### config.mk
export PLATFORM = sky130hd
export DESIGN_NAME = frame_buffer_swap_manager_core_flat
export DESIGN_NICKNAME = d
export VERILOG_FILES = /design/src/sv/fbsm_pkg.sv /design/src/sv/fbsm_if.sv /design/src/sv/fbsm_engine.sv /design/src/sv/frame_buffer_swap_manager_core.sv /design/src/flat_wrapper.sv
export SDC_FILE = /design/constraint.sdc
export NUM_CORES = 1
export LEC_CHECK = 0
export ABC_CLOCK_PERIOD_IN_PS = 6800
export BUFFER_PORTS_ARGS = -buffer_cell sky130_fd_sc_hd__buf_4
export CAP_MARGIN = 20
export CORE_ASPECT_RATIO = 1.5
export CORE_MARGIN = 3
export CORE_UTILIZATION = 40
export DETAILED_ROUTE_END_ITERATION = 8
export PLACE_DENSITY_LB_ADDON = 0.1
export REMOVE_ABC_BUFFERS = 1
export SYNTH_ARGS = -nofsm -noshare
export SYNTH_HDL_FRONTEND = slang
export SYNTH_SLANG_ARGS = --single-unit
### constraint.sdc
create_clock -name clock -period 6.8 [get_ports clock]
set_input_delay 1.36 -clock clock [delete_from_list [all_inputs] [get_ports clock]]
set_output_delay 1.36 -clock clock [all_outputs]
set_load 0.1 [all_outputs]
### src/sv/fbsm_pkg.sv
// Shared types and codes for the frame buffer swap manager.
// Used by the engine and the top level; no dependencies.
`default_nettype none

package fbsm_pkg;

   // Buffer life cycle
   typedef enum logic [1:0] {
      ST_FREE    = 2'd0,
      ST_FILLING = 2'd1,
      ST_READY   = 2'd2,
      ST_IN_USE  = 2'd3
   } status_type;

   // Request kinds; the fourth code is ignored
   typedef enum logic [1:0] {
      KIND_CLAIM   = 2'd0,
      KIND_PUBLISH = 2'd1,
      KIND_FRAME   = 2'd2
   } kind_type;

   // Frame start outcome
   typedef enum logic [1:0] {
      OUT_SWAP   = 2'd0,
      OUT_REPEAT = 2'd1,
      OUT_BLANK  = 2'd2,
      OUT_NONE   = 2'd3
   } outcome_type;

   localparam int SEQ_W = 32;
   localparam int CNT_W = 32;

   // One request as held in the input register
   typedef struct packed {
      logic [1:0]       kind;
      logic             buffer;
      logic [SEQ_W-1:0] sequence_req;
   } item_type;

   // One result as held in the output register
   typedef struct packed {
      logic             accepted;
      logic             granted_buffer;
      outcome_type      frame_outcome;
      logic             shown_valid;
      logic             shown_buffer;
      logic [SEQ_W-1:0] shown_sequence;
      logic [CNT_W-1:0] frame_count;
      logic [CNT_W-1:0] swap_count;
      logic [CNT_W-1:0] repeat_count;
      logic [CNT_W-1:0] blank_count;
   } result_type;

endpackage

`default_nettype wire

### src/sv/fbsm_if.sv
// Valid/ready channel interfaces for requests and responses.
// Standalone; field widths match fbsm_pkg.
`default_nettype none

interface fbsm_req_if;
   logic        valid;
   logic        ready;
   logic [1:0]  kind;
   logic        buffer;
   logic [31:0] sequence_req;

   modport source (output valid, kind, buffer, sequence_req, input ready);
   modport sink   (input valid, kind, buffer, sequence_req, output ready);
endinterface

interface fbsm_rsp_if;
   logic        valid;
   logic        ready;
   logic        accepted;
   logic        granted_buffer;
   logic [1:0]  frame_outcome;
   logic        shown_valid;
   logic        shown_buffer;
   logic [31:0] shown_sequence;
   logic [31:0] frame_count;
   logic [31:0] swap_count;
   logic [31:0] repeat_count;
   logic [31:0] blank_count;

   modport source (output valid, accepted, granted_buffer, frame_outcome, shown_valid,
                   shown_buffer, shown_sequence, frame_count, swap_count, repeat_count,
                   blank_count, input ready);
   modport sink   (input valid, accepted, granted_buffer, frame_outcome, shown_valid,
                   shown_buffer, shown_sequence, frame_count, swap_count, repeat_count,
                   blank_count, output ready);
endinterface

`default_nettype wire

### src/sv/fbsm_engine.sv
// Buffer pool state and per-request update logic.
// Depends on fbsm_pkg.
`default_nettype none

module fbsm_engine #(
   parameter int BUFFERS = 2
) (
   input  logic                  clock,
   input  logic                  reset,
   input  logic                  step,
   input  fbsm_pkg::item_type    item,
   output fbsm_pkg::result_type  result
);
   import fbsm_pkg::*;

   localparam int IDX_W = $clog2(BUFFERS);

   // Pool state
   status_type       status_ff [BUFFERS];
   status_type       status_in [BUFFERS];
   logic [SEQ_W-1:0] seq_ff    [BUFFERS];
   logic [SEQ_W-1:0] seq_in    [BUFFERS];
   logic             shown_valid_ff, shown_valid_in;
   logic [IDX_W-1:0] shown_idx_ff, shown_idx_in;
   logic [SEQ_W-1:0] shown_seq_ff, shown_seq_in;
   logic [CNT_W-1:0] frame_cnt_ff, frame_cnt_in;
   logic [CNT_W-1:0] swap_cnt_ff, swap_cnt_in;
   logic [CNT_W-1:0] repeat_cnt_ff, repeat_cnt_in;
   logic [CNT_W-1:0] blank_cnt_ff, blank_cnt_in;

   // Search results
   logic             free_hit, ready_hit, pick_hit;
   logic [IDX_W-1:0] free_idx, ready_idx, pick_idx, pub_idx, grant_idx;
   logic [SEQ_W-1:0] pick_seq;
   logic             accepted;
   outcome_type      outcome;

   // Lowest free / lowest ready: scan downward so the lowest wins
   always_comb begin
      free_hit  = 1'b0;
      free_idx  = '0;
      ready_hit = 1'b0;
      ready_idx = '0;
      for (int i = BUFFERS - 1; i >= 0; i--) begin
         if (status_ff[i] == ST_FREE) begin
            free_hit = 1'b1;
            free_idx = IDX_W'(i);
         end
         if (status_ff[i] == ST_READY) begin
            ready_hit = 1'b1;
            ready_idx = IDX_W'(i);
         end
      end
   end

   // Newest ready frame; ties go to the higher index
   always_comb begin
      pick_hit = 1'b0;
      pick_idx = '0;
      pick_seq = '0;
      for (int i = 0; i < BUFFERS; i++) begin
         if (status_ff[i] == ST_READY && (!pick_hit || seq_ff[i] >= pick_seq)) begin
            pick_hit = 1'b1;
            pick_idx = IDX_W'(i);
            pick_seq = seq_ff[i];
         end
      end
   end

   assign pub_idx = IDX_W'(item.buffer);

   // Next state and result
   always_comb begin
      status_in      = status_ff;
      seq_in         = seq_ff;
      shown_valid_in = shown_valid_ff;
      shown_idx_in   = shown_idx_ff;
      shown_seq_in   = shown_seq_ff;
      frame_cnt_in   = frame_cnt_ff;
      swap_cnt_in    = swap_cnt_ff;
      repeat_cnt_in  = repeat_cnt_ff;
      blank_cnt_in   = blank_cnt_ff;
      accepted       = 1'b0;
      grant_idx      = '0;
      outcome        = OUT_NONE;
      case (kind_type'(item.kind))
         KIND_CLAIM: begin
            // a ready buffer is only taken when nothing is free
            if (free_hit) begin
               grant_idx = free_idx;
            end else begin
               grant_idx = ready_idx;
            end
            if (free_hit || ready_hit) begin
               status_in[grant_idx] = ST_FILLING;
               accepted             = 1'b1;
            end else begin
               grant_idx = '0;
            end
         end
         KIND_PUBLISH: begin
            if (status_ff[pub_idx] == ST_FILLING) begin
               status_in[pub_idx] = ST_READY;
               seq_in[pub_idx]    = item.sequence_req;
               accepted           = 1'b1;
            end
         end
         KIND_FRAME: begin
            accepted     = 1'b1;
            frame_cnt_in = frame_cnt_ff + 1'b1;
            if (pick_hit) begin
               if (shown_valid_ff && shown_idx_ff != pick_idx) begin
                  status_in[shown_idx_ff] = ST_FREE;
               end
               status_in[pick_idx] = ST_IN_USE;
               shown_valid_in      = 1'b1;
               shown_idx_in        = pick_idx;
               shown_seq_in        = pick_seq;
               swap_cnt_in         = swap_cnt_ff + 1'b1;
               outcome             = OUT_SWAP;
            end else if (shown_valid_ff) begin
               repeat_cnt_in = repeat_cnt_ff + 1'b1;
               outcome       = OUT_REPEAT;
            end else begin
               blank_cnt_in = blank_cnt_ff + 1'b1;
               outcome      = OUT_BLANK;
            end
         end
         default: begin
            outcome = OUT_NONE;
         end
      endcase
   end

   // Result reflects state after the update
   always_comb begin
      result.accepted       = accepted;
      result.granted_buffer = grant_idx[0];
      result.frame_outcome  = outcome;
      result.shown_valid    = shown_valid_in;
      result.shown_buffer   = shown_idx_in[0];
      result.shown_sequence = shown_seq_in;
      result.frame_count    = frame_cnt_in;
      result.swap_count     = swap_cnt_in;
      result.repeat_count   = repeat_cnt_in;
      result.blank_count    = blank_cnt_in;
   end

   // State registers
   always_ff @(posedge clock) begin
      if (reset) begin
         for (int i = 0; i < BUFFERS; i++) begin
            status_ff[i] <= ST_FREE;
         end
         shown_valid_ff <= 1'b0;
         shown_idx_ff   <= '0;
         shown_seq_ff   <= '0;
         frame_cnt_ff   <= '0;
         swap_cnt_ff    <= '0;
         repeat_cnt_ff  <= '0;
         blank_cnt_ff   <= '0;
      end else if (step) begin
         status_ff      <= status_in;
         shown_valid_ff <= shown_valid_in;
         shown_idx_ff   <= shown_idx_in;
         shown_seq_ff   <= shown_seq_in;
         frame_cnt_ff   <= frame_cnt_in;
         swap_cnt_ff    <= swap_cnt_in;
         repeat_cnt_ff  <= repeat_cnt_in;
         blank_cnt_ff   <= blank_cnt_in;
      end
   end

   // Stored sequences are only read while a buffer is ready
   always_ff @(posedge clock) begin
      if (step) begin
         seq_ff <= seq_in;
      end
   end

endmodule

`default_nettype wire

### src/sv/frame_buffer_swap_manager_core.sv
// Frame buffer swap manager: input register, engine, output register.
// Depends on fbsm_pkg, fbsm_if and fbsm_engine.
`default_nettype none

// Tracks a pool of BUFFERS frame buffers shared by a producer and a display.
// Each request (claim, publish or frame start) gives exactly one response
// carrying the grant or outcome plus the display state and the four wrapping
// counters after that request. Throughput is one request per clock while the
// response side keeps up. A transferred request waits in the input register
// until the output register is free or being read out; the pool update then
// loads its response into the output register. The pool update is one pass of
// compare logic over all buffers, so the newest-frame search grows linearly in
// depth with BUFFERS. Both sides may stall freely; the output register holds a
// finished response while the next request is taken.
module frame_buffer_swap_manager_core #(
   parameter int BUFFERS = 2
) (
   input  logic       clock,
   input  logic       reset,
   fbsm_req_if.sink   req_chan,
   fbsm_rsp_if.source rsp_chan
);
   import fbsm_pkg::*;

   logic       s1_valid_ff, s1_valid_in;
   item_type   s1_item_ff;
   logic       out_valid_ff, out_valid_in;
   result_type out_data_ff;
   result_type result;
   logic       out_load;
   logic       req_xfer;

   // Pipeline handshake
   assign out_load       = s1_valid_ff && (!out_valid_ff || rsp_chan.ready);
   assign req_chan.ready = !s1_valid_ff || out_load;
   assign req_xfer       = req_chan.valid && req_chan.ready;
   assign s1_valid_in    = req_xfer || (s1_valid_ff && !out_load);
   assign out_valid_in   = out_load || (out_valid_ff && !rsp_chan.ready);

   always_ff @(posedge clock) begin
      if (reset) begin
         s1_valid_ff  <= 1'b0;
         out_valid_ff <= 1'b0;
      end else begin
         s1_valid_ff  <= s1_valid_in;
         out_valid_ff <= out_valid_in;
      end
   end

   // Input register
   always_ff @(posedge clock) begin
      if (req_xfer) begin
         s1_item_ff.kind         <= req_chan.kind;
         s1_item_ff.buffer       <= req_chan.buffer;
         s1_item_ff.sequence_req <= req_chan.sequence_req;
      end
   end

   fbsm_engine #(
      .BUFFERS (BUFFERS)
   ) u_engine (
      .clock  (clock),
      .reset  (reset),
      .step   (out_load),
      .item   (s1_item_ff),
      .result (result)
   );

   // Output register
   always_ff @(posedge clock) begin
      if (out_load) begin
         out_data_ff <= result;
      end
   end

   assign rsp_chan.valid          = out_valid_ff;
   assign rsp_chan.accepted       = out_data_ff.accepted;
   assign rsp_chan.granted_buffer = out_data_ff.granted_buffer;
   assign rsp_chan.frame_outcome  = out_data_ff.frame_outcome;
   assign rsp_chan.shown_valid    = out_data_ff.shown_valid;
   assign rsp_chan.shown_buffer   = out_data_ff.shown_buffer;
   assign rsp_chan.shown_sequence = out_data_ff.shown_sequence;
   assign rsp_chan.frame_count    = out_data_ff.frame_count;
   assign rsp_chan.swap_count     = out_data_ff.swap_count;
   assign rsp_chan.repeat_count   = out_data_ff.repeat_count;
   assign rsp_chan.blank_count    = out_data_ff.blank_count;

   // A transfer in always leaves an item in the input register
   a_req_lands: assert property (@(posedge clock) disable iff (reset)
      req_xfer |=> s1_valid_ff)
      else $error("request transfer lost before input register");

   // A swap means something is on display from then on
   a_swap_shown: assert property (@(posedge clock) disable iff (reset)
      out_load && result.frame_outcome == OUT_SWAP |=> rsp_chan.shown_valid)
      else $error("swap without a shown buffer");

   // Once shown, the display never goes back to nothing
   a_shown_sticky: assert property (@(posedge clock) disable iff (reset)
      out_load && out_valid_ff && out_data_ff.shown_valid |=> rsp_chan.shown_valid)
      else $error("shown_valid dropped");

endmodule

`default_nettype wire

### src/flat_wrapper.sv
// flat-port wrapper written by rule: the top's interface ports become plain ports
module frame_buffer_swap_manager_core_flat import fbsm_pkg::*;
#(
   parameter int BUFFERS = 2
)
  (clock, reset, req_chan_valid, req_chan_kind, req_chan_buffer, req_chan_sequence_req, req_chan_ready, rsp_chan_valid, rsp_chan_accepted, rsp_chan_granted_buffer, rsp_chan_frame_outcome, rsp_chan_shown_valid, rsp_chan_shown_buffer, rsp_chan_shown_sequence, rsp_chan_frame_count, rsp_chan_swap_count, rsp_chan_repeat_count, rsp_chan_blank_count, rsp_chan_ready);
  fbsm_req_if req_chan_i ();
  fbsm_rsp_if rsp_chan_i ();
  input  logic clock;
  input  logic reset;
  input wire logic [$bits(req_chan_i.valid)-1:0] req_chan_valid;
  input wire logic [$bits(req_chan_i.kind)-1:0] req_chan_kind;
  input wire logic [$bits(req_chan_i.buffer)-1:0] req_chan_buffer;
  input wire logic [$bits(req_chan_i.sequence_req)-1:0] req_chan_sequence_req;
  output wire logic [$bits(req_chan_i.ready)-1:0] req_chan_ready;
  output wire logic [$bits(rsp_chan_i.valid)-1:0] rsp_chan_valid;
  output wire logic [$bits(rsp_chan_i.accepted)-1:0] rsp_chan_accepted;
  output wire logic [$bits(rsp_chan_i.granted_buffer)-1:0] rsp_chan_granted_buffer;
  output wire logic [$bits(rsp_chan_i.frame_outcome)-1:0] rsp_chan_frame_outcome;
  output wire logic [$bits(rsp_chan_i.shown_valid)-1:0] rsp_chan_shown_valid;
  output wire logic [$bits(rsp_chan_i.shown_buffer)-1:0] rsp_chan_shown_buffer;
  output wire logic [$bits(rsp_chan_i.shown_sequence)-1:0] rsp_chan_shown_sequence;
  output wire logic [$bits(rsp_chan_i.frame_count)-1:0] rsp_chan_frame_count;
  output wire logic [$bits(rsp_chan_i.swap_count)-1:0] rsp_chan_swap_count;
  output wire logic [$bits(rsp_chan_i.repeat_count)-1:0] rsp_chan_repeat_count;
  output wire logic [$bits(rsp_chan_i.blank_count)-1:0] rsp_chan_blank_count;
  input wire logic [$bits(rsp_chan_i.ready)-1:0] rsp_chan_ready;
  assign req_chan_i.valid = req_chan_valid;
  assign req_chan_i.kind = req_chan_kind;
  assign req_chan_i.buffer = req_chan_buffer;
  assign req_chan_i.sequence_req = req_chan_sequence_req;
  assign req_chan_ready = req_chan_i.ready;
  assign rsp_chan_valid = rsp_chan_i.valid;
  assign rsp_chan_accepted = rsp_chan_i.accepted;
  assign rsp_chan_granted_buffer = rsp_chan_i.granted_buffer;
  assign rsp_chan_frame_outcome = rsp_chan_i.frame_outcome;
  assign rsp_chan_shown_valid = rsp_chan_i.shown_valid;
  assign rsp_chan_shown_buffer = rsp_chan_i.shown_buffer;
  assign rsp_chan_shown_sequence = rsp_chan_i.shown_sequence;
  assign rsp_chan_frame_count = rsp_chan_i.frame_count;
  assign rsp_chan_swap_count = rsp_chan_i.swap_count;
  assign rsp_chan_repeat_count = rsp_chan_i.repeat_count;
  assign rsp_chan_blank_count = rsp_chan_i.blank_count;
  assign rsp_chan_i.ready = rsp_chan_ready;
  frame_buffer_swap_manager_core #(.BUFFERS(BUFFERS)) u_core (.clock(clock), .reset(reset), .req_chan(req_chan_i), .rsp_chan(rsp_chan_i));
endmodule
==> key figures <==
Layout
  • Non-Filler Instances: 2,458
  • Number of diodes: 0
  • Share of layout cells above drive strength 1: ~18%
  • Sequential cell area: 0.01132 mm²
  • NumNets Final: 1,917
  • Area growth syn-to-layout: 18.72%
  • Fillers: 4,215
  • Multi-input gate area: slightly above 0.007 mm²

Global route
  • M2 GR Usage: 29.67%
  • Vias in the first global route: roughly 13,000
  • Total grt overflow: 0
  • Met3 Use GR: under 10%
  • Initial antenna violation count: 0
  • First-pass GRT wire length: between 60,000 and 70,000 µm
  • Met1 Usage GRT: between 10% and 20%
  • Total track usage: 15.95%
  • GRT Max-Usage Layer: met2
  • Largest net degree at the start of global routing: approximately 130

Yosys
  • Syn Area/Cell: 11.35 µm²
  • Cell Area, Synth: between 0.015 and 0.02 mm²
  • Post-Synthesis Cells: roughly 1,700
  • Area share of the largest cell type after synthesis: a little over two fifths
  • Distinct cell type count after synthesis: 62
  • Number of synthesized flops with an enable pin: between 200 and 300
  • Cell taking the most area after synthesis: edfxtp_1
  • Top cells by count, synth: 265 x edfxtp_1, 210 x nor2_1, 180 x nand2_1
  • Ys async rst share: 0%
  • FF+latch count, synth: 433
  • Part of the Yosys area used for sequential elements: 60.07%
  • Top FF cell, synth: edfxtp_1
  • Synth top area cells: edfxtp_1 42%, dfxtp_1 18%, xnor2_1 5.8%
  • Synth warn: 0
  • Most frequent cell after synthesis: edfxtp_1

Placement
  • Post-Place Cells: about 2,400
  • Worst slack, placed: between 2 and 2.5 ns
  • Routability Congestion: approximately 0.80
  • # port buffers: approximately 210
  • Post-DP HPWL: about 26,000 µm

STA
  • RSZ-0062 raised after global routing: false
  • Final Max Slew Viols: 0
  • Endpoints failing setup: 0
  • Highest Clock Rate: about 220 MHz
  • Clock Skews: around 0.016 ns
  • Final hold slack: around 0.44 ns
  • Final Hold Viols: 0
  • Max transition margin: 26.93%
  • Worst Max-Slew Pin Slew: between 1 and 1.5 ns
  • Setup ws final: roughly 2.2 ns
  • Fin crit share: about two thirds
  • Tmin final: approximately 4.6 ns

Power
  • Peak supply drop: approximately 0.0002 V
  • Leak Pwr: between 8 and 9 nW
  • Pwr Density: around 260 mW/mm²

Routing
  • Starting DRT DRC Count: 579
  • DRC errors left: 0
  • DR WL/cell: around 16 µm
  • Vias: 12,370
  • Final WL: roughly 40,000 µm
  • Drt pass-1 iters: 5
  • Vias per std cell: between 5 and 6
  • Routed Antenna Nets: 0

Setup path
  • CP Max Fanout: 24
  • CP max stage delay: about 0.65 ns
  • Top cell by count, worst path: buf_4
  • Critical Path RT: ~7 ns
  • Worst Path Arrival: about 5.0 ns
  • Crit path buf inv count: 2
  • Worst Setup Path Type: reg2reg
  • Setup crit end kind: flop
  • CP max-delay cell: a21oi_4
  • Ordered list of cells on the worst path: nor2b_4, buf_4, nand2_1, ha_1, a211oi_1, nor2_1, a211o_1, a311o_1, a21oi_4, buf_4, mux2_2, o21ai_0
  • Crit-path leading delay family: compound AO/OA/AOI/OAI gates
  • Critical Path Source Type: flop

Clocking
  • TritonCTS clock tree: built
  • Clk root buf: clkbuf_16
  • # resized after CTS: 0
  • Deepest clock path buffer count: 3
  • Clk_lat worst skew: between 0.5 and 0.6 ns
  • Clk sinks: approximately 430
  • # Post-CTS Setup Buffers: 0
  • Reg clk slew, reported paths: around 0.06 ns
  • Htree depth: 2
  • CTS Buf Count: 42
  • # hold bufs at CTS: 0

Status
  • Status: completed

Floorplanning
  • Die H: between 200 and 300 µm
  • Full die area: 0.04981 mm²
  • FP Rows: 96
  • Starting Density: about two fifths
  • Core Region: 0.04612 mm²
  • Ports: 207
  • Die Width: 183.2 µm

Worst hold path
  • Hold Path Class: reg2reg

Run
  • Maxcap violations: 0
-- sequential cells by signal, summed over array words and instances (netlist names), 2 cells and up --
| name | cells |
|---|---|
| u_core.u_engine.seq_ff | 64 |
| u_core.s1_item_ff | 35 |
| u_core.rsp_chan.blank_count | 32 |
| u_core.rsp_chan.frame_count | 32 |
| u_core.rsp_chan.repeat_count | 32 |
| u_core.rsp_chan.shown_sequence | 32 |
| u_core.rsp_chan.swap_count | 32 |
| u_core.u_engine.blank_cnt_ff | 32 |
| u_core.u_engine.frame_cnt_ff | 32 |
| u_core.u_engine.repeat_cnt_ff | 32 |
| u_core.u_engine.shown_seq_ff | 32 |
| u_core.u_engine.swap_cnt_ff | 32 |
| u_core.u_engine.status_ff | 4 |
| u_core.rsp_chan.frame_outcome | 2 |
-- where the power goes --
part,internal (mW),switching [mW],total [mW]
logic,0.0947,0.450,0.545
registers,2.84,0.0281,2.87
clock network,1.48,0.972,2.45
-- placed cells by master (no fill, tap or decap), types with 6 or more instances in the layout --
cell | synthesis | final
inv_1 | 43 | 43
nor3_1 | 24 | 23
and2_1 | 11 | 10
a21oi_1 | 38 | 37
clkbuf_1 | 56 | 9
o21ai_0 | 59 | 59
nand3_1 | 59 | 59
xor2_1 | 108 | 108
nand4_1 | 43 | 43
clkbuf_16 | 0 | 45
and4_1 | 14 | 14
ha_1 | 41 | 41
nand2b_1 | 10 | 9
mux2_2 | 32 | 32
clkinv_1 | 1 | 7
nor4_4 | 7 | 7
or3_1 | 19 | 19
and3_1 | 28 | 28
dfxtp_1 | 168 | 168
buf_4 | 4 | 213
bufinv_16 | 0 | 6
a211oi_1 | 35 | 35
xnor2_1 | 124 | 124
nor2_1 | 210 | 208
edfxtp_1 | 265 | 265
nand2_1 | 180 | 180
-- final timing paths --
| path | start | endpoint | slack [ns] | cells past startpoint |
|---|---|---|---|---|
| worst max-delay path | u_core.u_engine.status_ff[2] | u_core.rsp_chan.shown_sequence[24] | 2.21 | 12 |
| worst max register to register | u_core.u_engine.status_ff[2] | u_core.rsp_chan.shown_sequence[24] | 2.21 | 12 |
| worst min register to register | u_core.s1_item_ff[18] | u_core.u_engine.seq_ff[50] | 0.44 | 0 |
| worst min-delay path | u_core.s1_item_ff[18] | u_core.u_engine.seq_ff[50] | 0.44 | 0 |
-- cell type report --
cell class	count	area share (%)
multi-input combinational	1099	31.51
clock buffer	58	5.430
clock inverter	19	1.079
timing repair buffer	216	7.309
sequential	433	50.60
inverter	45	0.7885
tap	588	3.288
-- logic make-up (layout without fill, tap and decap cells) --
family	count (synthesis)	after routing	synth area share [%]
AND/OR/NAND/NOR	637	637	16.58
multiplexers	33	33	1.965
XOR/XNOR	232	232	10.78
flip-flops	433	433	60.07
AO/OA/AOI/OAI	156	156	5.059
buffers and inverters	129	338	2.821
adder cells (fa/ha/maj)	41	41	2.722
-- per-layer routing --
metal,part of all wire (%),vias up
met5,0,-
met1,42,5934
li1,-,6142
met2,52,238
met4,2.2,0
met3,4.0,57
-- per-stage QoR --
stage	total power [mW]	utilization, %	setup TNS [ns]	cell area (µm²)
after global routing	6.067	48.51	0	22380
after global placement	3.479	45.34	0	20910
after CTS	5.958	48.50	0	22370
final	5.866	48.51	0	22380
after floorplan	3.334	-	-500.25	18480
after detailed placement	3.483	45.34	0	20910
Power figures use the tool's default switching activity.
